`src/b58d_pkg.sv`:
```
// ----------------------------------------------------------------------------
// b58d_pkg
// Shared types, constants and helpers for the base58 string decoder.
// ----------------------------------------------------------------------------
package b58d_pkg;

  // Big number storage
  localparam int NUM_BYTES = 82;
  localparam int NUM_WORDS = (NUM_BYTES + 7) / 8;
  localparam int WIDX_W    = (NUM_WORDS > 1) ? $clog2(NUM_WORDS) : 1;

  // Mask for the partly used top word (all ones when the top word is full)
  localparam logic [63:0] TOP_MASK = ((NUM_BYTES % 8) == 0) ? {64{1'b1}} :
                                     ((64'd1 << (8 * (NUM_BYTES % 8))) - 64'd1);

  // Character count and payload lengths
  localparam logic [6:0] COUNT_MAX    = 7'd127;
  localparam logic [6:0] CNT_LONG     = 7'd111;
  localparam logic [6:0] CNT_MID      = 7'd52;
  localparam logic [6:0] CNT_SHORT_LO = 7'd27;
  localparam logic [6:0] CNT_SHORT_HI = 7'd34;
  localparam logic [6:0] PAY_LONG     = 7'd78;
  localparam logic [6:0] PAY_MID      = 7'd35;
  localparam logic [6:0] PAY_SHORT    = 7'd21;
  localparam logic [6:0] CHECKSUM_LEN = 7'd4;
  localparam int         MAX_TOTAL    = 82;

  // Window index into the zero-padded number (index 0 is the pad word)
  localparam int XIDX_MAX = (NUM_WORDS > (MAX_TOTAL / 8 + 1)) ? NUM_WORDS :
                            (MAX_TOTAL / 8 + 1);
  localparam int XIDX_W   = $clog2(XIDX_MAX + 1);

  // Digit multiplier
  localparam logic [69:0] RADIX = 70'd58;

  typedef enum logic [1:0] {
    STATUS_OK       = 2'd0,
    STATUS_BAD_CHAR = 2'd1,
    STATUS_BAD_LEN  = 2'd2
  } status_e;

  typedef struct packed {
    logic [7:0] char_code;
    logic       last_char;
  } in_t;

  typedef struct packed {
    logic [63:0] data_word;
    logic [3:0]  byte_count;
    status_e     status;
    logic        last_word;
  } out_t;

  typedef enum logic [2:0] {
    S_IDLE,
    S_MAC,
    S_CHECK,
    S_ERROR,
    S_PRELOAD,
    S_EMIT
  } ctrl_state_e;

  // Controller to datapath
  typedef struct packed {
    logic load_char;
    logic mac_step;
    logic start_emit;
    logic preload;
    logic emit_word;
    logic emit_err;
    logic clear;
  } dp_cmd_t;

  // Datapath to controller
  typedef struct packed {
    logic in_digit_ok;
    logic last;
    logic mac_last;
    logic len_ok;
    logic bad_seen;
    logic emit_last;
    logic out_ready;
  } dp_status_t;

  typedef struct packed {
    logic       ok;
    logic [5:0] digit;
  } digit_t;

  // Map one character through the base58 alphabet
  function automatic digit_t char_to_digit(input logic [7:0] c);
    digit_t r;
    r = '0;
    if (c >= 8'h31 && c <= 8'h39) begin
      r.ok = 1'b1; r.digit = 6'(c - 8'h31);
    end else if (c >= 8'h41 && c <= 8'h48) begin
      r.ok = 1'b1; r.digit = 6'(c - 8'h41 + 8'd9);
    end else if (c >= 8'h4A && c <= 8'h4E) begin
      r.ok = 1'b1; r.digit = 6'(c - 8'h4A + 8'd17);
    end else if (c >= 8'h50 && c <= 8'h5A) begin
      r.ok = 1'b1; r.digit = 6'(c - 8'h50 + 8'd22);
    end else if (c >= 8'h61 && c <= 8'h6B) begin
      r.ok = 1'b1; r.digit = 6'(c - 8'h61 + 8'd33);
    end else if (c >= 8'h6D && c <= 8'h7A) begin
      r.ok = 1'b1; r.digit = 6'(c - 8'h6D + 8'd44);
    end
    return r;
  endfunction

  // Payload length from the character count, zero when unsupported
  function automatic logic [6:0] payload_len(input logic [6:0] cnt);
    logic [6:0] p;
    p = '0;
    if (cnt == CNT_LONG) begin
      p = PAY_LONG;
    end else if (cnt == CNT_MID) begin
      p = PAY_MID;
    end else if (cnt >= CNT_SHORT_LO && cnt <= CNT_SHORT_HI) begin
      p = PAY_SHORT;
    end
    return p;
  endfunction

endpackage

```
`src/b58d_datapath.sv`:
```
// ----------------------------------------------------------------------------
// b58d_datapath
// Big number store, word-serial multiply-accumulate, byte window extraction
// and the output register.
// ----------------------------------------------------------------------------
module b58d_datapath (
  input  logic                   clk_i,
  input  logic                   rst_ni,
  input  b58d_pkg::in_t          in_data_i,
  input  logic                   out_stall_i,
  input  b58d_pkg::dp_cmd_t      cmd_i,
  output b58d_pkg::dp_status_t   status_o,
  output logic                   out_valid_o,
  output b58d_pkg::out_t         out_data_o
);

  logic [63:0]                  bn_q [b58d_pkg::NUM_WORDS];
  logic [b58d_pkg::WIDX_W-1:0]  widx_q;
  logic [5:0]                   carry_q;
  logic [6:0]                   cnt_q;
  logic                         bad_q;
  logic                         last_q;
  logic [b58d_pkg::XIDX_W-1:0]  xi_q;
  logic [6:0]                   rem_q;
  logic [2:0]                   shift_q;
  logic [63:0]                  hi_q;
  logic                         out_valid_q;
  b58d_pkg::out_t               out_q;

  b58d_pkg::digit_t             in_dig;
  logic [6:0]                   payload;
  logic [6:0]                   total;
  logic [b58d_pkg::XIDX_W-1:0]  xm1;
  logic                         rd_hit;
  logic [b58d_pkg::WIDX_W-1:0]  rd_idx;
  logic [63:0]                  rd_word;
  logic [69:0]                  prod;
  logic [63:0]                  mac_word;
  logic [127:0]                 window;
  logic [127:0]                 shifted;
  logic                         out_ready;
  logic                         mac_last;

  assign in_dig   = b58d_pkg::char_to_digit(in_data_i.char_code);
  assign payload  = b58d_pkg::payload_len(cnt_q);
  assign total    = payload + b58d_pkg::CHECKSUM_LEN;
  assign mac_last = (widx_q == b58d_pkg::WIDX_W'(b58d_pkg::NUM_WORDS - 1));

  // Select the read word: MAC index or padded window index
  assign xm1 = xi_q - b58d_pkg::XIDX_W'(1);
  always_comb begin
    if (cmd_i.mac_step) begin
      rd_hit = 1'b1;
      rd_idx = widx_q;
    end else begin
      rd_hit = (xi_q != '0) && (xm1 < b58d_pkg::XIDX_W'(b58d_pkg::NUM_WORDS));
      rd_idx = xm1[b58d_pkg::WIDX_W-1:0];
    end
  end
  assign rd_word = rd_hit ? bn_q[rd_idx] : 64'd0;

  // Multiply one word by the radix and add the running carry
  assign prod     = {6'd0, rd_word} * b58d_pkg::RADIX + {64'd0, carry_q};
  assign mac_word = mac_last ? (prod[63:0] & b58d_pkg::TOP_MASK) : prod[63:0];

  // Extract eight bytes at the constant byte offset
  assign window  = {hi_q, rd_word};
  assign shifted = window >> {shift_q, 3'b000};

  assign out_ready = !out_valid_q || !out_stall_i;

  // Big number words
  always_ff @(posedge clk_i or negedge rst_ni) begin
    if (!rst_ni) begin
      for (int i = 0; i < b58d_pkg::NUM_WORDS; i++) bn_q[i] <= '0;
    end else if (cmd_i.clear) begin
      for (int i = 0; i < b58d_pkg::NUM_WORDS; i++) bn_q[i] <= '0;
    end else if (cmd_i.mac_step) begin
      bn_q[widx_q] <= mac_word;
    end
  end

  // String state and MAC sequencing
  always_ff @(posedge clk_i or negedge rst_ni) begin
    if (!rst_ni) begin
      widx_q  <= '0;
      carry_q <= '0;
      cnt_q   <= '0;
      bad_q   <= 1'b0;
      last_q  <= 1'b0;
    end else begin
      if (cmd_i.clear) begin
        cnt_q <= '0;
        bad_q <= 1'b0;
      end else if (cmd_i.load_char) begin
        widx_q  <= '0;
        carry_q <= in_dig.digit;
        last_q  <= in_data_i.last_char;
        if (cnt_q != b58d_pkg::COUNT_MAX) cnt_q <= cnt_q + 7'd1;
        if (!in_dig.ok) bad_q <= 1'b1;
      end else if (cmd_i.mac_step) begin
        widx_q  <= widx_q + b58d_pkg::WIDX_W'(1);
        carry_q <= prod[69:64];
      end
    end
  end

  // Emission window control
  always_ff @(posedge clk_i) begin
    if (cmd_i.start_emit) begin
      xi_q    <= b58d_pkg::XIDX_W'(total >> 3) + b58d_pkg::XIDX_W'(1);
      rem_q   <= total;
      shift_q <= total[2:0];
    end else if (cmd_i.preload) begin
      hi_q <= rd_word;
      xi_q <= xm1;
    end else if (cmd_i.emit_word) begin
      hi_q  <= rd_word;
      xi_q  <= xm1;
      rem_q <= rem_q - 7'd8;
    end
  end

  // Output register
  always_ff @(posedge clk_i or negedge rst_ni) begin
    if (!rst_ni) begin
      out_valid_q <= 1'b0;
    end else if (cmd_i.emit_word || cmd_i.emit_err) begin
      out_valid_q <= 1'b1;
    end else if (!out_stall_i) begin
      out_valid_q <= 1'b0;
    end
  end

  always_ff @(posedge clk_i) begin
    if (cmd_i.emit_word) begin
      out_q.data_word  <= shifted[63:0];
      out_q.byte_count <= (rem_q >= 7'd8) ? 4'd8 : rem_q[3:0];
      out_q.status     <= b58d_pkg::STATUS_OK;
      out_q.last_word  <= (rem_q <= 7'd8);
    end else if (cmd_i.emit_err) begin
      out_q.data_word  <= '0;
      out_q.byte_count <= '0;
      out_q.status     <= (payload == '0) ? b58d_pkg::STATUS_BAD_LEN :
                                            b58d_pkg::STATUS_BAD_CHAR;
      out_q.last_word  <= 1'b1;
    end
  end

  assign out_valid_o = out_valid_q;
  assign out_data_o  = out_q;

  always_comb begin
    status_o.in_digit_ok = in_dig.ok;
    status_o.last        = last_q;
    status_o.mac_last    = mac_last;
    status_o.len_ok      = (payload != '0);
    status_o.bad_seen    = bad_q;
    status_o.emit_last   = (rem_q <= 7'd8);
    status_o.out_ready   = out_ready;
  end

endmodule

```
`src/b58d_ctrl.sv`:
```
// ----------------------------------------------------------------------------
// b58d_ctrl
// Sequencer for character intake, word-serial MAC, length check and emission.
// ----------------------------------------------------------------------------
module b58d_ctrl (
  input  logic                  clk_i,
  input  logic                  rst_ni,
  input  logic                  in_valid_i,
  output logic                  in_stall_o,
  input  b58d_pkg::dp_status_t  status_i,
  output b58d_pkg::dp_cmd_t     cmd_o
);

  b58d_pkg::ctrl_state_e state_q, state_d;

  always_ff @(posedge clk_i or negedge rst_ni) begin
    if (!rst_ni) begin
      state_q <= b58d_pkg::S_IDLE;
    end else begin
      state_q <= state_d;
    end
  end

  // Next state
  always_comb begin
    state_d = state_q;
    unique case (state_q)
      b58d_pkg::S_IDLE: begin
        if (in_valid_i) begin
          state_d = status_i.in_digit_ok ? b58d_pkg::S_MAC : b58d_pkg::S_CHECK;
        end
      end
      b58d_pkg::S_MAC: begin
        if (status_i.mac_last) state_d = b58d_pkg::S_CHECK;
      end
      b58d_pkg::S_CHECK: begin
        priority if (!status_i.last) begin
          state_d = b58d_pkg::S_IDLE;
        end else if (!status_i.len_ok || status_i.bad_seen) begin
          state_d = b58d_pkg::S_ERROR;
        end else begin
          state_d = b58d_pkg::S_PRELOAD;
        end
      end
      b58d_pkg::S_ERROR: begin
        if (status_i.out_ready) state_d = b58d_pkg::S_IDLE;
      end
      b58d_pkg::S_PRELOAD: begin
        state_d = b58d_pkg::S_EMIT;
      end
      b58d_pkg::S_EMIT: begin
        if (status_i.out_ready && status_i.emit_last) state_d = b58d_pkg::S_IDLE;
      end
      default: state_d = b58d_pkg::S_IDLE;
    endcase
  end

  // Outputs
  always_comb begin
    cmd_o      = '0;
    in_stall_o = 1'b1;
    unique case (state_q)
      b58d_pkg::S_IDLE: begin
        in_stall_o      = 1'b0;
        cmd_o.load_char = in_valid_i;
      end
      b58d_pkg::S_MAC: begin
        cmd_o.mac_step = 1'b1;
      end
      b58d_pkg::S_CHECK: begin
        cmd_o.start_emit = status_i.last && status_i.len_ok && !status_i.bad_seen;
      end
      b58d_pkg::S_ERROR: begin
        cmd_o.emit_err = status_i.out_ready;
        cmd_o.clear    = status_i.out_ready;
      end
      b58d_pkg::S_PRELOAD: begin
        cmd_o.preload = 1'b1;
      end
      b58d_pkg::S_EMIT: begin
        cmd_o.emit_word = status_i.out_ready;
        cmd_o.clear     = status_i.out_ready && status_i.emit_last;
      end
      default: cmd_o = '0;
    endcase
  end

endmodule

```
`src/base58_string_to_bytes_decoder.sv`:
```
// ----------------------------------------------------------------------------
// base58_string_to_bytes_decoder
// Decodes base58 text (Bitcoin alphabet) one character per transaction and
// emits the payload plus checksum bytes, eight per word, most significant first.
// ----------------------------------------------------------------------------
//   channel | direction | signals                              | payload
//   in      | input     | in_valid_i, in_stall_o, in_data_i    | char_code, last_char
//   out     | output    | out_valid_o, out_stall_i, out_data_o | data_word, byte_count,
//           |           |                                      | status, last_word
//
// A valid character is taken in, then the shared 64x6 multiply-accumulate steps
// through each word of the 11-word number, and the string state is checked.
// An invalid character skips the multiply-accumulate. After the last character,
// a preload step precedes the output words; an error result is a single word.
// Reset clears the number, the count and the output valid flag. A stalled output
// register holds the sequencer; intake resumes once the last word is registered.
// ----------------------------------------------------------------------------
module base58_string_to_bytes_decoder (
  input  logic            clk_i,
  input  logic            rst_ni,
  input  logic            in_valid_i,
  output logic            in_stall_o,
  input  b58d_pkg::in_t   in_data_i,
  output logic            out_valid_o,
  input  logic            out_stall_i,
  output b58d_pkg::out_t  out_data_o
);

  b58d_pkg::dp_cmd_t    cmd;
  b58d_pkg::dp_status_t status;

  b58d_ctrl u_ctrl (
    .clk_i      (clk_i),
    .rst_ni     (rst_ni),
    .in_valid_i (in_valid_i),
    .in_stall_o (in_stall_o),
    .status_i   (status),
    .cmd_o      (cmd)
  );

  b58d_datapath u_datapath (
    .clk_i       (clk_i),
    .rst_ni      (rst_ni),
    .in_data_i   (in_data_i),
    .out_stall_i (out_stall_i),
    .cmd_i       (cmd),
    .status_o    (status),
    .out_valid_o (out_valid_o),
    .out_data_o  (out_data_o)
  );

endmodule

```
`config.mk`:
```
export PLATFORM = sky130hd
export DESIGN_NAME = base58_string_to_bytes_decoder
export DESIGN_NICKNAME = d
export VERILOG_FILES = /design/src/b58d_pkg.sv /design/src/b58d_datapath.sv /design/src/b58d_ctrl.sv /design/src/base58_string_to_bytes_decoder.sv
export SDC_FILE = /design/constraint.sdc
export NUM_CORES = 2
export LEC_CHECK = 0
export BUFFER_PORTS_ARGS = -buffer_cell sky130_fd_sc_hd__buf_2
export CAP_MARGIN = 15
export CELL_PAD_IN_SITES_DETAIL_PLACEMENT = 2
export CELL_PAD_IN_SITES_GLOBAL_PLACEMENT = 2
export CORE_MARGIN = 10
export CORE_UTILIZATION = 45
export CTS_CLUSTER_SIZE = 25
export DETAILED_ROUTE_END_ITERATION = 7
export HOLD_SLACK_MARGIN = 0.02
export PLACE_DENSITY_LB_ADDON = 0.12
export SLEW_MARGIN = 0
export SYNTH_ARGS = -nofsm -noshare
export SYNTH_HDL_FRONTEND = slang
export SYNTH_SLANG_ARGS = --single-unit
export TNS_END_PERCENT = 20
```
`constraint.sdc`:
```
create_clock -name clk_i -period 16.8 [get_ports clk_i]
set_input_delay 3.36 -clock clk_i [delete_from_list [all_inputs] [get_ports clk_i]]
set_output_delay 3.36 -clock clk_i [all_outputs]
set_load 0.02 [all_outputs]
```
* After elaboration in Yosys (flattened, before gate mapping)
Index checks and enable logic that the tools add are counted.
Word-level totals: flip-flop bits (word level) 876, input port bits 13, output and inout bits 73
Operators by class: multiplexer cells 61, $add $sub $neg 18, bitwise gates (word level) 4, shift-type cells 1, eq/ne operators 16, $mul 1, reduce and logical (&&, ||, !) cells 38, magnitude comparators 20
Operators by type and width (count):
- 704-bit 2-to-1 mux | 2
- 704-bit bitwise mux | 1
- 64-bit 2-to-1 mux | 7
- 64-bit binary-select mux with 4-bit select | 1
- 64-bit demux with 4-bit select | 1
- 71-bit 2-to-1 mux | 2
- 128-bit by 6-bit right shift with 64-bit output | 1
- 7-bit 2-to-1 mux | 14
- 70-bit by 6-bit adder with 70-bit output | 1
- 64-bit by 5-bit multiplier with 69-bit output, second input constant | 1
- 8-bit by 7-bit greater-or-equal comparator with 1-bit output, second input constant | 5
- 8-bit by 7-bit <= comparator with 1-bit output, second input constant | 5
- 4-bit 2-to-1 mux | 7
- 3-bit 2-to-1 mux | 6
- 3-bit one-hot mux with 6 select lines | 1
- 6-bit subtractor, second input constant | 3
- 2-bit nonzero test | 7
- 1-bit 2-to-1 mux | 13
- 6-bit by 5-bit adder with 6-bit output, second input constant | 2
- 6-bit adder, second input constant | 2
- 1-bit logical AND | 12
- 6-bit 2-to-1 mux | 2
- 2-bit AND reduction | 6
- 5-bit greater-or-equal comparator, second input constant | 2
- 39 further kinds | 55

* Longest topological paths before layout
word-level depth 14, mapped depth 34, depth with buffers taken out 28

* By module
A second synthesis with hierarchy kept.
Unflattened totals: cell total of the unflattened synthesis 5505, area, all modules 52237.6 sq um
By module, submodules not included:
- b58d_datapath | area each 51952.3 sq um, seq. area each 22331.4 sq um, cells an instance 5466, instances 1
- b58d_ctrl | area each 285.3 sq um, seq. area each 75.1 sq um, cells an instance 39, instances 1

* Worst setup path before layout
OpenSTA, ideal clock, no wires.
path type register to register, start register u_datapath.widx_q[0] (netlist name), end register u_datapath.carry_q[1], clock period less this slack 7.933 ns, data arrival time 7.811 ns, cell stages (with the launch flop) 33, data required time 16.678 ns, setup time 0.122 ns, slack 8.867 ns, cell sequence dfrtp_1 -> clkbuf_1 -> or4b_2 -> o21ai_0 -> buf_2 -> clkbuf_1 -> buf_1 -> nand2_1 -> a21oi_1 -> a21oi_1 -> o22ai_1 -> nand2_1 -> fa_1 -> inv_1 -> ha_1 -> inv_1 -> fa_1 -> inv_1 -> ha_1 -> buf_2 -> and4_1 -> clkbuf_1 -> and2_1 -> a22o_1 -> a221o_1 -> a311o_1 -> nor4_2 -> nand4b_2 -> nor3_4 -> nand4_2 -> or4_1 -> a21oi_1 -> o21ai_1
On the way: longest elaborated chain between the ends 10
Ends and longest elaborated chain:
- from (decl) | RTL line b58d_datapath.sv:18 | logic [b58d_pkg::WIDX_W-1:0] widx_q;
- from (signal assigned) | RTL line b58d_datapath.sv:102 | widx_q <= widx_q + b58d_pkg::WIDX_W'(1);
- 4-bit 2-to-1 mux | RTL line b58d_datapath.sv:52 | if (cmd_i.mac_step) begin
- 4-bit inverter with 5-bit output (not written as such) | RTL line b58d_datapath.sv:60 | assign rd_word = rd_hit ? bn_q[rd_idx] : 64'd0;
- 64-bit binary-select mux with 4-bit select | RTL line b58d_datapath.sv:60
- 64-bit 2-to-1 mux (not written as such) (2 in a row) | RTL line b58d_datapath.sv:60
- 64-bit 2-to-1 mux | RTL line b58d_datapath.sv:60
- 64-bit by 5-bit multiplier with 69-bit output | RTL line b58d_datapath.sv:63 | assign prod = {6'd0, rd_word} * b58d_pkg::RADIX + {64'd0, carry_q};
- 70-bit by 6-bit adder with 70-bit output | RTL line b58d_datapath.sv:63
- 6-bit 2-to-1 mux | RTL line b58d_datapath.sv:101 | end else if (cmd_i.mac_step) begin
- 6-bit 2-to-1 mux | RTL line b58d_datapath.sv:95 | end else if (cmd_i.load_char) begin
- to (signal assigned) | RTL line b58d_datapath.sv:97 | carry_q <= in_dig.digit;
- to (signal assigned) | RTL line b58d_datapath.sv:103 | carry_q <= prod[69:64];
- to (decl) | RTL line b58d_datapath.sv:19 | logic [5:0] carry_q;
Every way passes these cells. The select of a mux whose other input is x is not followed. A chain may end at the register's enable or synchronous reset.

* Worst setup path in the final report
start register u_ctrl.state_q[0], end register u_datapath.bn_q[186] (netlist name)
On the way: longest elaborated chain between the ends 14
Ends and longest elaborated chain:
- from (decl) | RTL line b58d_ctrl.sv:14 | b58d_pkg::ctrl_state_e state_q, state_d;
- from (signal assigned) | RTL line b58d_ctrl.sv:18 | state_q <= b58d_pkg::S_IDLE;
- from (signal assigned) | RTL line b58d_ctrl.sv:20 | state_q <= state_d;
- 3-bit by 1-bit equality test with 1-bit output | RTL line b58d_ctrl.sv:62 | unique case (state_q)
- 1-bit 2-to-1 mux | RTL line b58d_ctrl.sv:62
- 4-bit 2-to-1 mux | RTL line b58d_datapath.sv:52
- 4-bit inverter with 5-bit output (not written as such) | RTL line b58d_datapath.sv:60
- 64-bit binary-select mux with 4-bit select | RTL line b58d_datapath.sv:60
- 64-bit 2-to-1 mux (not written as such) (2 in a row) | RTL line b58d_datapath.sv:60
- 64-bit 2-to-1 mux | RTL line b58d_datapath.sv:60
- 64-bit by 5-bit multiplier with 69-bit output | RTL line b58d_datapath.sv:63
- 70-bit by 6-bit adder with 70-bit output | RTL line b58d_datapath.sv:63
- 64-bit 2-to-1 mux | RTL line b58d_datapath.sv:64 | assign mac_word = mac_last ? (prod[63:0] & b58d_pkg::TOP_MASK) : prod[63:0];
- 704-bit bitwise mux | RTL line b58d_datapath.sv:79 | bn_q[widx_q] <= mac_word;
- 704-bit 2-to-1 mux | RTL line b58d_datapath.sv:78 | end else if (cmd_i.mac_step) begin
- 704-bit 2-to-1 mux | RTL line b58d_datapath.sv:76 | end else if (cmd_i.clear) begin
- to (signal, indexed assignment) | RTL line b58d_datapath.sv:79
- to (decl) | RTL line b58d_datapath.sv:17 | logic [63:0] bn_q [b58d_pkg::NUM_WORDS];
Several ways; a longest one is shown, not always the timed one. The select of a mux whose other input is x is not followed.

==> qor.yml <==
status:
  status: "finished, final reports clean"
grt:
  grtUsageTotal: 0.313
  grt_max_degree: 154
  grt_pass1_wl_um: 316000
  grt_pass1_vias: 48900
  antenna_found_initial: 3
  grt.overflow.total: 0
layout:
  stdcell_area_mm2: 0.0568
  n_fill_cell: 11800
  fin_cells: 6859
  drive_above_1_share: 0.113
  area_delta_synth_final_pct: 9.56
  fin_nets: 5566
floorplanning:
  die_area_mm2: 0.129
  fp.dieW_um: 359
  initial_core_util: 0.454
  rows: 124
  core_area_mm2: 0.114
  io-pin-count: 86
  die_h_um: 359
critical_path:
  start_kind: "flop"
  r2r_slack_ns: 4.72
  worstPathRequired_ns: 17.33
  arrival_ns: 12.62
  r2r-start: "u_ctrl.state_q[0]$_DFFE_PN0P_"
  critPathMaxFanout: 48
  critPathSlowestCell: "nor4_1"
  max_stage_delay_ns: 0.80
  critPathCaptureType: "flop"
  reg2reg_depth: 26
  crit_type: "reg -> reg"
  r2r-end: "u_datapath.bn_q[186]$_DFFE_PN0P_"
min_path:
  min_delay_path_depth: 2
  worstHoldStart: "u_datapath.bn_q[291]$_DFFE_PN0P_"
  min_to: "u_datapath.bn_q[291]$_DFFE_PN0P_"
  hold_path_class: "reg -> reg"
synthesis:
  ys_types: 104
  ys_warn_count: 0
  ys.flop_type: "dfrtp_1"
  synth_cells: 5419
  synth_area_mm2: 0.0519
  synth_nets: 5720
  synth_edf_count: 139
  avgSynthCellArea_um2: 9.57
  yosysSeqAreaShare: 0.432
  synth-async-reset-ratio: 0.838
  ys_ff_latch: 868
sta:
  maxSlewHeadroom: 0.156
  clock-skew-final_ns: 0.0527
  worst_slack_ns: 4.72
  max_clock_freq_ghz: 0.0828
  tns_ns: 0
  finalMaxSlewViolations: 0
  rsz0062_at_grt: "false"
  finalSetupViolCount: 0
  final_hold_viol_count: 0
  worst_slew_pin_slew_ns: 1.26
  fin_crit_sh: 0.719
  min_period_ns: 12.08
power:
  power_density_mw_per_mm2: 197
  p_switching_w: 0.00539
  power.internal_w: 0.00578
  ir_drop_uv: 110
  p_seq_frac: 0.282
  power_frac_comb: 0.513
  p_sw_frac: 0.482
  power.share.clock: 0.205
  power.leakage_nw: 24.8
clock_network:
  cts_resized: 0
  ctsHoldBuffers: 0
  path_clk_slew_ns: 0.07
  clk_latency_ns: 0.73
  cts-buffers-inserted: 99
  cts_tree: "done"
  numClockSinks: 868
  htreeDepth: 3
  cts_setup_buffers: 0
  cts_max_path_buffers: 3
  cts_root_buf: "clkbuf_16"
placement:
  io_buffer_count: 85
  post_dp_cell_area_mm2: 0.0534
  gp_congestion: 0.944
  dp_slack_ns: 5.05
  placed_cells: 6672
  dpl.hpwl_um: 140000
routing:
  drt_iter0_markers: 3450
  vias_per_cell: 6.44
  drcViolationCount: 0
  wl_per_cell_um: 30.1
  antenna_left: 0
  first_pass_iters: 6
  routed_wl_um: 206000
  vias: 44200
flow_run:
  cap_violations: 0
flip-flops by register name (all words and copies together), names as in the netlist, 3 cells and up:
register               cells
u_datapath.xi_q            4
u_datapath.hi_q           56
u_datapath.carry_q         6
u_datapath.widx_q          4
u_datapath.bn_q          704
u_ctrl.state_q             3
u_datapath.out_data_o     71
u_datapath.cnt_q           7
u_datapath.rem_q           7
u_datapath.shift_q         3
cell usage after synthesis, types with 43 or more instances:
library cell  count  area, um2
nand3_1         557       2790
nor3_1           43        215
mux2i_1         144       1440
xnor2_1          77        674
ha_1            167       2090
nand4_1          50        313
o21ai_0         694       3470
nor2_1          275       1030
o22ai_1          69        432
o21ai_1          51        255
clkbuf_1        342       1280
mux4_2          127       2860
xor2_1           46        403
edfxtp_1        139       4170
dfrtp_1         727      18200
fa_1            121       2420
a22o_1           60        526
and3_1           78        488
inv_1           257        965
a21oi_1         323       1620
mux2_2           52        586
nand2_1         555       2080
critical path, delay by kind of cell, from the launching register on:
family | cells | cell delay (ns)
AO/OA/AOI/OAI | 5 | 2.30
XOR/XNOR | 2 | 1.06
adder cells (fa/ha/maj) | 4 | 1.89
buffers and inverters | 6 | 1.81
flip-flops | 1 | 0.72
multiplexers | 2 | 0.44
AND/OR/NAND/NOR | 7 | 3.55
cell type report:
cell class | instances | area, um2 | share of cell area
Clock inverter | 43 | 512 | 0.00901
Multi-Input combinational cell | 3868 | 27000 | 0.475
Clock buffer | 137 | 2890 | 0.0509
Antenna cell | 3 | 7.51 | 0.000132
Tap cell | 1512 | 1890 | 0.0333
Timing Repair Buffer | 169 | 1120 | 0.0198
Sequential cell | 868 | 22400 | 0.394
Inverter | 259 | 972 | 0.0171
power groups by stage:
stage,logic (W),clock network [W],registers (W)
after floorplan,0.00353,0,0.00304
final,0.00573,0.00229,0.00315
after detailed placement,0.00550,0,0.00316
after global placement,0.00529,0,0.00311
after global routing,0.00620,0.00240,0.00321
after CTS,0.00562,0.00231,0.00314
layer usage:
layer	wire length [um]	global-route usage
met1	87400	0.407
met2	98200	0.515
met3	11700	0.0484
met4	9090	0.133
met5	14	0
worst max-delay path by stage:
stage / from / end / slack (ns) / cells past startpoint
final: u_ctrl.state_q[0]$_DFFE_PN0P_ / u_datapath.bn_q[186]$_DFFE_PN0P_ / 4.72 / 26
after global routing: u_ctrl.state_q[0]$_DFFE_PN0P_ / u_datapath.bn_q[186]$_DFFE_PN0P_ / 4.41 / 26
after detailed placement: u_ctrl.state_q[0]$_DFFE_PN0P_ / u_datapath.bn_q[186]$_DFFE_PN0P_ / 5.05 / 26
after floorplan: u_datapath.widx_q[0]$_DFFE_PN0P_ / u_datapath.carry_q[1]$_DFFE_PN0P_ / 8.87 / 32
after global placement: u_ctrl.state_q[0]$_DFFE_PN0P_ / u_datapath.bn_q[634]$_DFFE_PN0P_ / 4.99 / 27
after CTS: u_ctrl.state_q[0]$_DFFE_PN0P_ / u_datapath.bn_q[186]$_DFFE_PN0P_ / 4.98 / 26
placed cells by master (no fill, tap or decap), types with 16 or more instances in the layout:
master,count
dfrtp_1,727
o21ai_0,693
nand3_1,553
nand2_1,541
a21oi_1,322
nor2_1,272
inv_1,257
ha_1,167
mux2i_1,144
edfxtp_1,139
mux4_2,127
fa_1,121
clkbuf_16,101
buf_2,84
and3_1,78
buf_4,78
xnor2_1,77
o22ai_1,69
a22o_1,60
mux2_2,52
o21ai_1,50
nand4_1,50
xor2_1,46
nor3_1,43
and2_1,30
a211oi_1,28
a21o_1,27
clkbuf_8,23
nor4_1,21
o211ai_1,21
clkinv_2,16
through the flow:
step / total power [W] / hold WS [ns] / utilization
floorplan: 0.00656 / 0.445 / -
global placement: 0.00840 / 0.457 / 0.467
detailed placement: 0.00866 / 0.468 / 0.467
CTS: 0.0111 / 0.488 / 0.497
global route: 0.0118 / 0.514 / 0.497
finish: 0.0112 / 0.480 / 0.497
logic make-up after synthesis:
| kind of cell | count (synthesis) | synth area share |
|---|---|---|
| multiplexers | 324 | 0.0947 |
| AND/OR/NAND/NOR | 1707 | 0.155 |
| adder cells (fa/ha/maj) | 289 | 0.0872 |
| AO/OA/AOI/OAI | 1419 | 0.157 |
| flip-flops | 868 | 0.432 |
| buffers and inverters | 683 | 0.0508 |
| XOR/XNOR | 129 | 0.0229 |
Note: power is estimated with default switching activity, not from simulation.
